**src/rtl/core/suc_pkg.sv**
```systemverilog
// Shared types and codes for the sorted unique set.
package suc_pkg;

  localparam int DATA_W   = 32;
  localparam int FUNC_W   = 2;
  localparam int STATUS_W = 3;

  // Operation codes on the command channel.
  localparam logic [FUNC_W-1:0] FUNC_INSERT = 2'd0;
  localparam logic [FUNC_W-1:0] FUNC_REMOVE = 2'd1;
  localparam logic [FUNC_W-1:0] FUNC_DUMP   = 2'd2;

  // Result status codes.
  localparam logic [STATUS_W-1:0] ST_INSERTED = 3'd0;
  localparam logic [STATUS_W-1:0] ST_DUP      = 3'd1;
  localparam logic [STATUS_W-1:0] ST_FULL     = 3'd2;
  localparam logic [STATUS_W-1:0] ST_REMOVED  = 3'd3;
  localparam logic [STATUS_W-1:0] ST_NOTFOUND = 3'd4;
  localparam logic [STATUS_W-1:0] ST_ENTRY    = 3'd5;
  localparam logic [STATUS_W-1:0] ST_EMPTY    = 3'd6;

  // Command broadcast to every cell of the chain.
  typedef enum logic [2:0] {
    CELL_HOLD,
    CELL_CMP,
    CELL_INS,
    CELL_DEL,
    CELL_ROT
  } cell_op_t;

  typedef struct packed {
    cell_op_t                  op;
    logic signed [DATA_W-1:0]  key;
  } cell_ctrl_t;

endpackage

```
**src/rtl/core/suc_cmd_if.sv**
```systemverilog
// Command channel: operation code and operand value.
interface suc_cmd_if;
  logic                                valid;
  logic                                ready;
  logic [suc_pkg::FUNC_W-1:0]          func;
  logic signed [suc_pkg::DATA_W-1:0]   value;

  modport source (output valid, output func, output value, input ready);
  modport sink   (input valid, input func, input value, output ready);
endinterface

```
**src/rtl/core/suc_rsp_if.sv**
```systemverilog
// Response channel: status, dumped value and last marker.
interface suc_rsp_if;
  logic                                valid;
  logic                                ready;
  logic [suc_pkg::STATUS_W-1:0]        status;
  logic signed [suc_pkg::DATA_W-1:0]   entry_value;
  logic                                last;

  modport source (output valid, output status, output entry_value, output last, input ready);
  modport sink   (input valid, input status, input entry_value, input last, output ready);
endinterface

```
**src/rtl/core/suc_cell.sv**
```systemverilog
// One slot of the sorted chain: holds a value, compares, shifts and rotates.
module suc_cell (
  input  logic                              clk,
  input  logic                              rst,
  input  suc_pkg::cell_ctrl_t               ctrl,
  input  logic signed [suc_pkg::DATA_W-1:0] head_value,
  input  logic signed [suc_pkg::DATA_W-1:0] left_value,
  input  logic                              left_valid,
  input  logic                              left_below,
  input  logic signed [suc_pkg::DATA_W-1:0] right_value,
  input  logic                              right_valid,
  output logic signed [suc_pkg::DATA_W-1:0] value,
  output logic                              valid,
  output logic                              below,
  output logic                              match
);

  always_ff @(posedge clk) begin
    if (rst) begin
      valid <= 1'b0;
    end else begin
      case (ctrl.op)
        suc_pkg::CELL_INS: begin
          // Cells past the slot take the left neighbor; the slot takes the key.
          if (!below) begin
            if (left_below) begin
              valid <= 1'b1;
            end else begin
              valid <= left_valid;
            end
          end
        end
        suc_pkg::CELL_DEL: begin
          if (!below) begin
            valid <= right_valid;
          end
        end
        default: begin
        end
      endcase
    end
  end

  always_ff @(posedge clk) begin
    case (ctrl.op)
      suc_pkg::CELL_CMP: begin
        below <= valid && (value < ctrl.key);
        match <= valid && (value == ctrl.key);
      end
      suc_pkg::CELL_INS: begin
        if (!below) begin
          value <= left_below ? ctrl.key : left_value;
        end
      end
      suc_pkg::CELL_DEL: begin
        if (!below) begin
          value <= right_value;
        end
      end
      suc_pkg::CELL_ROT: begin
        // The head wraps around to the tail of the occupied run.
        if (valid) begin
          value <= right_valid ? right_value : head_value;
        end
      end
      default: begin
      end
    endcase
  end

endmodule

```
**src/rtl/core/sorted_unique_set.sv**
```systemverilog
// Top level of the sorted unique set: control FSM, cell chain and response register.
//
//   channel | role | payload
//   --------+------+----------------------------------
//   cmd     | in   | func, value
//   rsp     | out  | status, entry_value, last
//
// Insert and remove: compare on the cycle after the transfer, then shift in S_APPLY once rsp is free.
// The result is registered from S_APPLY; the next cmd is taken once the FSM is back in S_IDLE.
// A dump presents its values from S_DUMP, one per cycle while rsp is not stalled.
// rst is synchronous; it empties the set (cell valid bits and count).
// A stalled rsp holds the chain; a new cmd is taken while a result waits.
module sorted_unique_set #(
  parameter int CAPACITY = 16
) (
  input  logic       clk,
  input  logic       rst,
  suc_cmd_if.sink    cmd,
  suc_rsp_if.source  rsp
);

  localparam int CNT_W = $clog2(CAPACITY + 1);

  typedef enum logic [1:0] {S_IDLE, S_CMP, S_APPLY, S_DUMP} state_t;

  state_t                             state;
  logic [suc_pkg::FUNC_W-1:0]         op_func;
  logic signed [suc_pkg::DATA_W-1:0]  op_value;
  logic [CNT_W-1:0]                   entry_count;
  logic [CNT_W-1:0]                   dump_left;

  logic                               rsp_valid;
  logic [suc_pkg::STATUS_W-1:0]       rsp_status;
  logic signed [suc_pkg::DATA_W-1:0]  rsp_entry_value;
  logic                               rsp_last;

  suc_pkg::cell_ctrl_t                ctrl;
  logic signed [suc_pkg::DATA_W-1:0]  cell_value [CAPACITY];
  logic [CAPACITY-1:0]                cell_valid;
  logic [CAPACITY-1:0]                cell_below;
  logic [CAPACITY-1:0]                cell_match;
  logic [CAPACITY-1:0]                count_mask;

  logic out_free;
  logic found;
  logic full;
  logic rsp_load;

  assign out_free  = !rsp_valid || rsp.ready;
  assign found     = |cell_match;
  assign full      = (entry_count == CNT_W'(CAPACITY));
  assign cmd.ready = (state == S_IDLE);

  assign rsp_load = out_free &&
                    ((state == S_APPLY &&
                      (op_func == suc_pkg::FUNC_INSERT || op_func == suc_pkg::FUNC_REMOVE ||
                       (op_func == suc_pkg::FUNC_DUMP && entry_count == '0))) ||
                     state == S_DUMP);

  assign rsp.valid       = rsp_valid;
  assign rsp.status      = rsp_status;
  assign rsp.entry_value = rsp_entry_value;
  assign rsp.last        = rsp_last;

  always_comb begin
    ctrl.key = op_value;
    ctrl.op  = suc_pkg::CELL_HOLD;
    unique case (state)
      S_CMP: ctrl.op = suc_pkg::CELL_CMP;
      S_APPLY: begin
        if (out_free) begin
          if (op_func == suc_pkg::FUNC_INSERT && !found && !full) begin
            ctrl.op = suc_pkg::CELL_INS;
          end else if (op_func == suc_pkg::FUNC_REMOVE && found) begin
            ctrl.op = suc_pkg::CELL_DEL;
          end
        end
      end
      S_DUMP: begin
        if (out_free) begin
          ctrl.op = suc_pkg::CELL_ROT;
        end
      end
      default: ctrl.op = suc_pkg::CELL_HOLD;
    endcase
  end

  for (genvar i = 0; i < CAPACITY; i++) begin : g_cell
    logic signed [suc_pkg::DATA_W-1:0] lv;
    logic signed [suc_pkg::DATA_W-1:0] rv;
    logic                              lval;
    logic                              lbel;
    logic                              rval;

    if (i == 0) begin : g_first
      // The head sees a virtual neighbor below every key, so it can take the key.
      assign lv   = '0;
      assign lval = 1'b0;
      assign lbel = 1'b1;
    end else begin : g_mid_l
      assign lv   = cell_value[i-1];
      assign lval = cell_valid[i-1];
      assign lbel = cell_below[i-1];
    end

    if (i == CAPACITY - 1) begin : g_last
      assign rv   = '0;
      assign rval = 1'b0;
    end else begin : g_mid_r
      assign rv   = cell_value[i+1];
      assign rval = cell_valid[i+1];
    end

    suc_cell u_cell (
      .clk         (clk),
      .rst         (rst),
      .ctrl        (ctrl),
      .head_value  (cell_value[0]),
      .left_value  (lv),
      .left_valid  (lval),
      .left_below  (lbel),
      .right_value (rv),
      .right_valid (rval),
      .value       (cell_value[i]),
      .valid       (cell_valid[i]),
      .below       (cell_below[i]),
      .match       (cell_match[i])
    );

    assign count_mask[i] = (CNT_W'(i) < entry_count);
  end

  always_ff @(posedge clk) begin
    if (rst) begin
      state       <= S_IDLE;
      entry_count <= '0;
      dump_left   <= '0;
      rsp_valid   <= 1'b0;
    end else begin
      // Hold a waiting result until it transfers.
      rsp_valid <= rsp_load || (rsp_valid && !rsp.ready);
      unique case (state)
        S_IDLE: begin
          if (cmd.valid) begin
            op_func  <= cmd.func;
            op_value <= cmd.value;
            // Drop the unused code without a result.
            if (cmd.func != suc_pkg::FUNC_INSERT && cmd.func != suc_pkg::FUNC_REMOVE &&
                cmd.func != suc_pkg::FUNC_DUMP) begin
              state <= S_IDLE;
            end else begin
              state <= S_CMP;
            end
          end
        end
        S_CMP: state <= S_APPLY;
        S_APPLY: begin
          if (out_free) begin
            rsp_entry_value <= '0;
            rsp_last        <= 1'b1;
            unique case (op_func)
              suc_pkg::FUNC_INSERT: begin
                state <= S_IDLE;
                if (found) begin
                  rsp_status <= suc_pkg::ST_DUP;
                end else if (full) begin
                  rsp_status <= suc_pkg::ST_FULL;
                end else begin
                  rsp_status  <= suc_pkg::ST_INSERTED;
                  entry_count <= entry_count + CNT_W'(1);
                end
              end
              suc_pkg::FUNC_REMOVE: begin
                state <= S_IDLE;
                if (found) begin
                  rsp_status  <= suc_pkg::ST_REMOVED;
                  entry_count <= entry_count - CNT_W'(1);
                end else begin
                  rsp_status <= suc_pkg::ST_NOTFOUND;
                end
              end
              suc_pkg::FUNC_DUMP: begin
                if (entry_count == '0) begin
                  rsp_status <= suc_pkg::ST_EMPTY;
                  state      <= S_IDLE;
                end else begin
                  dump_left <= entry_count;
                  state     <= S_DUMP;
                end
              end
              default: state <= S_IDLE;
            endcase
          end
        end
        S_DUMP: begin
          // Emit the head each cycle that rsp is free, while the chain rotates one place.
          if (out_free) begin
            rsp_status      <= suc_pkg::ST_ENTRY;
            rsp_entry_value <= cell_value[0];
            rsp_last        <= (dump_left == CNT_W'(1));
            dump_left       <= dump_left - CNT_W'(1);
            if (dump_left == CNT_W'(1)) begin
              state <= S_IDLE;
            end
          end
        end
        default: state <= S_IDLE;
      endcase
    end
  end

  a_count_bound: assert property (@(posedge clk) disable iff (rst)
    entry_count <= CNT_W'(CAPACITY))
    else $error("entry count above capacity");

  a_valid_prefix: assert property (@(posedge clk) disable iff (rst)
    cell_valid == count_mask)
    else $error("cell valid bits disagree with entry count");

  a_insert_grows: assert property (@(posedge clk) disable iff (rst)
    (state == S_APPLY && out_free && op_func == suc_pkg::FUNC_INSERT && !found && !full)
    |=> entry_count == $past(entry_count) + CNT_W'(1))
    else $error("insert did not grow the set");

  a_dump_nonzero: assert property (@(posedge clk) disable iff (rst)
    (state == S_DUMP) |-> (dump_left != '0))
    else $error("dump running with nothing left");

endmodule
```
**src/flat_wrapper.sv**
```systemverilog
// flat-port wrapper written by rule: the top's interface ports become plain ports
module sorted_unique_set_flat 
#(
  parameter int CAPACITY = 16
)
  (clk, rst, cmd_valid, cmd_func, cmd_value, cmd_ready, rsp_valid, rsp_status, rsp_entry_value, rsp_last, rsp_ready);
  suc_cmd_if cmd_i ();
  suc_rsp_if rsp_i ();
  input  logic clk;
  input  logic rst;
  input wire logic [$bits(cmd_i.valid)-1:0] cmd_valid;
  input wire logic [$bits(cmd_i.func)-1:0] cmd_func;
  input wire logic [$bits(cmd_i.value)-1:0] cmd_value;
  output wire logic [$bits(cmd_i.ready)-1:0] cmd_ready;
  output wire logic [$bits(rsp_i.valid)-1:0] rsp_valid;
  output wire logic [$bits(rsp_i.status)-1:0] rsp_status;
  output wire logic [$bits(rsp_i.entry_value)-1:0] rsp_entry_value;
  output wire logic [$bits(rsp_i.last)-1:0] rsp_last;
  input wire logic [$bits(rsp_i.ready)-1:0] rsp_ready;
  assign cmd_i.valid = cmd_valid;
  assign cmd_i.func = cmd_func;
  assign cmd_i.value = cmd_value;
  assign cmd_ready = cmd_i.ready;
  assign rsp_valid = rsp_i.valid;
  assign rsp_status = rsp_i.status;
  assign rsp_entry_value = rsp_i.entry_value;
  assign rsp_last = rsp_i.last;
  assign rsp_i.ready = rsp_ready;
  sorted_unique_set #(.CAPACITY(CAPACITY)) u_core (.clk(clk), .rst(rst), .cmd(cmd_i), .rsp(rsp_i));
endmodule
```
**config.mk**
```make
export PLATFORM = sky130hd
export DESIGN_NAME = sorted_unique_set_flat
export DESIGN_NICKNAME = d
export VERILOG_FILES = /design/src/rtl/core/suc_pkg.sv /design/src/rtl/core/suc_cmd_if.sv /design/src/rtl/core/suc_rsp_if.sv /design/src/rtl/core/suc_cell.sv /design/src/rtl/core/sorted_unique_set.sv /design/src/flat_wrapper.sv
export SDC_FILE = /design/constraint.sdc
export NUM_CORES = 2
export LEC_CHECK = 0
export BUFFER_PORTS_ARGS = -buffer_cell sky130_fd_sc_hd__buf_4
export CAP_MARGIN = 0
export CORE_UTILIZATION = 40
export DETAILED_ROUTE_END_ITERATION = 12
export PLACE_DENSITY = 0.59
export SYNTH_ARGS = -nofsm -noshare
export SYNTH_HDL_FRONTEND = slang
export SYNTH_SLANG_ARGS = --single-unit
```
**constraint.sdc**
```tcl
create_clock -name clk -period 10.75 [get_ports clk]
set_clock_uncertainty 0.05 [all_clocks]
set_input_delay 1.6125 -clock clk [delete_from_list [all_inputs] [get_ports clk]]
set_output_delay 1.6125 -clock clk [all_outputs]
set_load 0.05 [all_outputs]
```
Word-level counts from Yosys, hierarchy flattened
Index checks and enable logic that the tools add are counted.
{"block": "totals", "input_bits": 38, "output_inout_bits": 38, "reg_bits": 643, "wordCells": 471}
{"block": "op_classes", "add_sub_neg": 3, "bitwise": 1, "eq_ne": 88, "n_lt_le_gt_ge": 16, "mux": 193, "n_reduce_logical": 97}
{"op": "2-to-1 mux 32 bit", "count": 80}
{"op": "one-hot mux 32 bit (3 select lines)", "count": 16}
{"op": "equality test 32 bit", "count": 16}
{"op": "less-than comparator 32 bit", "count": 16}
{"op": "!= test 2 bit (second input constant)", "count": 55}
{"op": "AND reduction 4 bit", "count": 17}
{"op": "one-hot mux 32 bit (2 select lines)", "count": 1}
{"op": "AND reduction 3 bit", "count": 17}
{"op": "2-to-1 mux 1 bit", "count": 50}
{"op": "logical AND 1 bit", "count": 41}
{"op": "2-to-1 mux 5 bit", "count": 7}
{"op": "one-hot mux 1 bit (2 select lines)", "count": 17}
{"op": "2-to-1 mux 3 bit", "count": 8}
{"op": "one-hot mux 5 bit (2 select lines)", "count": 2}
{"op": "one-hot mux 3 bit (3 select lines)", "count": 2}
{"op": "2-to-1 mux 2 bit", "count": 8}
{"op": "OR reduction 16 bit", "count": 1}
{"op": "AND reduction 6 bit", "count": 2}
{"op": "AND reduction 5 bit", "count": 2}
{"op": "subtractor 5 x 1 -> 5 bit (second input constant)", "count": 2}
{"op": "!= test 2 x 1 -> 1 bit (second input constant)", "count": 4}
{"op": "one-hot mux 2 bit (4 select lines)", "count": 1}
{"op": "nonzero test 2 bit", "count": 4}
{"op": "equality test 2 bit (second input constant)", "count": 3}
{"op": "16 further kinds", "count": 26}

Longest topological paths before layout
{"block": "logic_depth", "word_depth": 10, "mapped_depth": 10, "ltp_nobuf": 8}

By module
A second synthesis with hierarchy kept.
{"block": "unflattened", "hier_cells": 4685, "area_unflattened_um2": 47684.5}
{"module": "suc_cell (u_core.g_cell[0].u_cell ...)", "n_inst": 13, "area_per_inst_um2": 2767.7, "seq_area_each_um2": 1041.0, "cells_each": 277}
{"module": "suc_cell (u_core.g_cell[7].u_cell ...)", "n_inst": 2, "area_per_inst_um2": 2757.6, "seq_area_each_um2": 1041.0, "cells_each": 276}
{"module": "sorted_unique_set", "n_inst": 1, "area_per_inst_um2": 3423.3, "seq_area_each_um2": 2362.3, "cells_each": 257}
{"module": "suc_cell (u_core.g_cell[9].u_cell)", "n_inst": 1, "area_per_inst_um2": 2766.4, "seq_area_each_um2": 1041.0, "cells_each": 275}

Least setup slack after synthesis
OpenSTA, ideal clock, no wires.
{"block": "synth_path", "path_type": "in2reg", "startpoint": "input rst", "endpoint": "register u_core.op_func[0] (netlist name) (enable)", "t_required_ps": 10176, "path_slack_ps": 4934, "setup_ps": 524, "n_path_buf": 0, "arrival_time_ps": 5242, "stages": 1, "cell_sequence": "nor4b_1"}
{"block": "synth_between", "elab_chain_len": 2}
{"item": "start: declaration", "line": "flat_wrapper.sv:10", "text": "input logic rst;"}
{"item": "inverter 1 bit (no source line)"}
{"item": "AND reduction 3 bit (no source line)"}
{"item": "end signal: assignment", "line": "sorted_unique_set.sv:145", "text": "op_func <= cmd.func;"}
{"item": "end: declaration", "line": "sorted_unique_set.sv:27", "text": "logic [suc_pkg::FUNC_W-1:0] op_func;"}
No other way between the ends.
A chain may end at the register's enable or synchronous reset.

Worst setup path after layout
{"block": "layout_path", "startpoint": "register u_core.state[1]", "endpoint": "register u_core.g_cell[4].u_cell.value[6] (netlist name) (data pin)"}
{"block": "layout_between", "elab_chain_len": 4, "word_cells_on_any_way": 8, "classes_between": "6 x eq/ne; 2 x mux"}
{"item": "start: declaration", "line": "sorted_unique_set.sv:26", "text": "state_t state;"}
{"item": "start signal: assignment", "line": "sorted_unique_set.sv:135", "text": "state <= S_IDLE;"}
{"item": "start signal: assignment", "line": "sorted_unique_set.sv:150", "text": "state <= S_IDLE;"}
{"item": "start signal: assignment", "line": "sorted_unique_set.sv:152", "text": "state <= S_CMP;"}
{"item": "equality test 2 bit or equality test 2 x 1 -> 1 bit (tied branches)", "line": "sorted_unique_set.sv:68", "text": "unique case (state)"}
{"item": "one-hot mux 3 bit (3 select lines) *", "line": "sorted_unique_set.sv:68"}
{"item": "equality test 3 bit or equality test 3 x 2 -> 1 bit (tied branches)", "line": "suc_cell.sv:45", "text": "case (ctrl.op)"}
{"item": "one-hot mux 32 bit (3 select lines) *", "line": "suc_cell.sv:45"}
{"item": "end signal: assignment", "line": "suc_cell.sv:52", "text": "value <= left_below ? ctrl.key : left_value;"}
{"item": "end signal: assignment", "line": "suc_cell.sv:57", "text": "value <= right_value;"}
{"item": "end signal: assignment", "line": "suc_cell.sv:63", "text": "value <= right_valid ? right_value : head_value;"}
{"item": "end: declaration", "line": "suc_cell.sv:12", "text": "output logic signed [suc_pkg::DATA_W-1:0] value,"}
Every way passes the cells marked *; elsewhere a longest branch is shown, timed or not.

==> results.toml <==
[power]
internal_power_mw = 4.73
finalPower_mw = 6.52
ir_drop_mv = 0.112
pwr-share-clk = 0.417
pwr-share-comb = 0.139
p_seq_frac = 0.443
netSwitchingPower_mw = 1.80
netSwitchingFraction = 0.276
power.leakage_nw = 19.0
power_density_mw_per_mm2 = 133

[clock_tree]
cts-root-buf = "clkbuf_16"
clock_sinks = 643
tritoncts = "yes"
clkTransAtPathRegs_ns = 0.06
numCtsBuffers = 78
cts_setup_buffers = 0
ctsHoldBuffers = 0
worstSkewPairLatency_ns = 0.67
cts_buffer_depth = 3
htreeDepth = 3
cts_resized = 0

[job]
max-cap-violations = 0

[critical_path]
worstSetupPathType = "flop to flop"
worstSetupStartpointType = "flop"
worstPathRequired_ns = 11.09
crit_path_end_kind = "flop"
arrival_ns = 5.41
crit_fanout = 162

[sta]
fin_crit_ns = 5.07
relSlewSlack = 0.103
slew_viol_final = 0
fin_ws_ns = 5.68
max_freq_mhz = 197
rsz0062_at_grt = "false"
fin_crit_sh = 0.472
setup_tns_ns = 0
tightest_slew_ns = 1.34
hold_viol = 0
finalSetupViolations = 0

[synth]
synth-seq-cells = 643
synth_top_cell_area_share = 0.415
synth.distinct_cells = 63
syn_nets = 4677
yosys-top-cells-area = "edfxtp_1, ha_1, mux2i_1, o221ai_1, nand2_1"
async_flop_share = 0
synth_seq_area_share = 0.429
yosys_warnings = 0
synth_edf_count = 614
postSynthCellCount = 4118
yosysMostFrequentCell = "edfxtp_1"
avgSynthCellArea_um2 = 10.8
synthesis.area_mm2 = 0.0444
synth_common_cells = "edfxtp_1, ha_1, mux2i_1, nand2_1, o221ai_1"
synth_area_leader_cell = "edfxtp_1"
synth_ff_type = "edfxtp_1"

[grt]
grt_pass1_vias = 36031
grt_max_degree = 163
use_met3 = 0.0617
grt_util_met1 = 0.409
busiest_layer = "met2"
gr-usage-met2 = 0.489
grt_pass1_wl_mm = 256
antenna_found_initial = 6
grt_usage = 0.313
overflow = 0

[detailed_routing]
drt_first_pass_iters = 6
wire_per_inst_um = 32.1
drcViolationCount = 0
vias = 37702
finalWirelength_mm = 180
via_per_inst = 6.73
drt-initial-drc-count = 4643
drtAntennaViolNets = 0

[floorplanning]
fp.dieH_um = 335
rows = 121
coreArea_mm2 = 0.109
die-area_mm2 = 0.112
pin_count = 76
start_util = 0.405
die_x_um = 335

[placement]
hpwl_mm = 121
dp_cells = 5463
port_buffers = 75
place_ws_ns = 5.27
gp_congestion = 0.991

[finish]
stdcell_count = 5604
fin_nets = 4626
final_core_util = 0.449
drive_above_1_share = 0.0861
syn2layout_area_growth_pct = 10.8

[run_status]
status = "completed"

[min_path]
hp-class = "flop to flop"
[power by group through the flow]
stage               logic (mW)  registers [mW]  clock network, mW
finish                   0.909            2.89               2.72
global route             0.976            2.89               2.81
CTS                      0.893            2.89               2.73
detailed placement       0.891            2.94                  0
global placement         0.870            2.94                  0
floorplan                0.604            2.92                  0
[placed cells by master (no fill, tap or decap), types with 9 or more instances in the layout]
| master | instances |
|---|---|
| nand3_1 | 61 |
| nand4_1 | 85 |
| clkinv_1 | 15 |
| nand2b_1 | 20 |
| o21ai_4 | 15 |
| nor2_1 | 233 |
| mux2i_1 | 498 |
| and3_1 | 49 |
| nand2_1 | 488 |
| nor3_1 | 22 |
| o221ai_1 | 294 |
| buf_4 | 177 |
| edfxtp_1 | 614 |
| inv_1 | 75 |
| o32a_1 | 14 |
| ha_1 | 520 |
| and4_1 | 19 |
| a211oi_1 | 23 |
| nand2_2 | 9 |
| o22ai_1 | 16 |
| dfxtp_2 | 11 |
| a21o_1 | 60 |
| o211ai_1 | 16 |
| dfxtp_1 | 18 |
| o21ai_0 | 134 |
| clkinv_2 | 18 |
| clkbuf_16 | 82 |
| o21a_1 | 9 |
| a21oi_1 | 200 |
| nor2b_1 | 16 |
| a221o_1 | 164 |
[logic make-up after synthesis]
kind of cell	Yosys count	synth area share
buffers and inverters	385	0.0339
adder cells (fa/ha/maj)	521	0.147
XOR/XNOR	4	0.000790
AO/OA/AOI/OAI	1005	0.169
AND/OR/NAND/NOR	1061	0.108
flip-flops	643	0.429
multiplexers	499	0.113
[worst max-delay path, stage by stage (launching register included)]
cell     delay [ns]
dfxtp_2        0.31
buf_4          0.48
inv_2          0.12
nor2_1         0.41
nand2_1        0.52
nand2_4        0.80
buf_12         0.58
buf_4          0.79
nor2_1         0.16
a221o_1        0.29
[per-stage QoR]
stage | hold WS (ns) | instance area (um2)
5_1_grt | 0.457 | 49200
3_3_place_gp | 0.412 | 46600
4_1_cts | 0.432 | 49200
3_5_place_dp | 0.424 | 46600
6_report | 0.439 | 49200
2_1_floorplan | 0.395 | 44400
[sequential cells by signal (all words and copies together) (netlist names)]
signal,count
u_core.dump_left,5
u_core.entry_count,5
u_core.g_cell.u_cell.below,16
u_core.g_cell.u_cell.match,16
u_core.g_cell.u_cell.valid,16
u_core.g_cell.u_cell.value,512
u_core.op_func,2
u_core.op_value,32
u_core.rsp.entry_value,32
u_core.rsp.last,1
u_core.rsp.status,3
u_core.rsp.valid,1
u_core.state,2
[area by class of cell]
cell class                 count  area (um2)
inverter                      76         285
clock inverter                47         423
fill                       10227       60300
sequential                   643       19000
multi-input combinational   3090       24100
tap                         1476        1850
timing repair buffer         178        1350
clock buffer                  91        2100
antenna                        3        7.51
[final timing paths]
check	startpoint	to	slack (ns)	cells past startpoint
setup / recovery	u_core.state[1]$_SDFFE_PP0P_	u_core.g_cell[4].u_cell.value[6]$_DFFE_PP_	5.68	9
hold reg to reg	u_core.dump_left[1]$_SDFFE_PP0P_	u_core.dump_left[1]$_SDFFE_PP0P_	0.44	2
setup reg to reg	u_core.state[1]$_SDFFE_PP0P_	u_core.g_cell[4].u_cell.value[6]$_DFFE_PP_	5.68	9
hold / removal	u_core.dump_left[1]$_SDFFE_PP0P_	u_core.dump_left[1]$_SDFFE_PP0P_	0.44	2
[metal layers]
| layer | routed length, um | vias to the layer above | share of wire |
|---|---|---|---|
| li1 | - | 16206 | - |
| met1 | 71300 | 18721 | 0.40 |
| met2 | 79700 | 2307 | 0.44 |
| met3 | 18000 | 464 | 0.10 |
| met4 | 10700 | 4 | 0.060 |
| met5 | 27 | - | 0.00015 |
No activity file was read; power rests on OpenSTA's default activity.
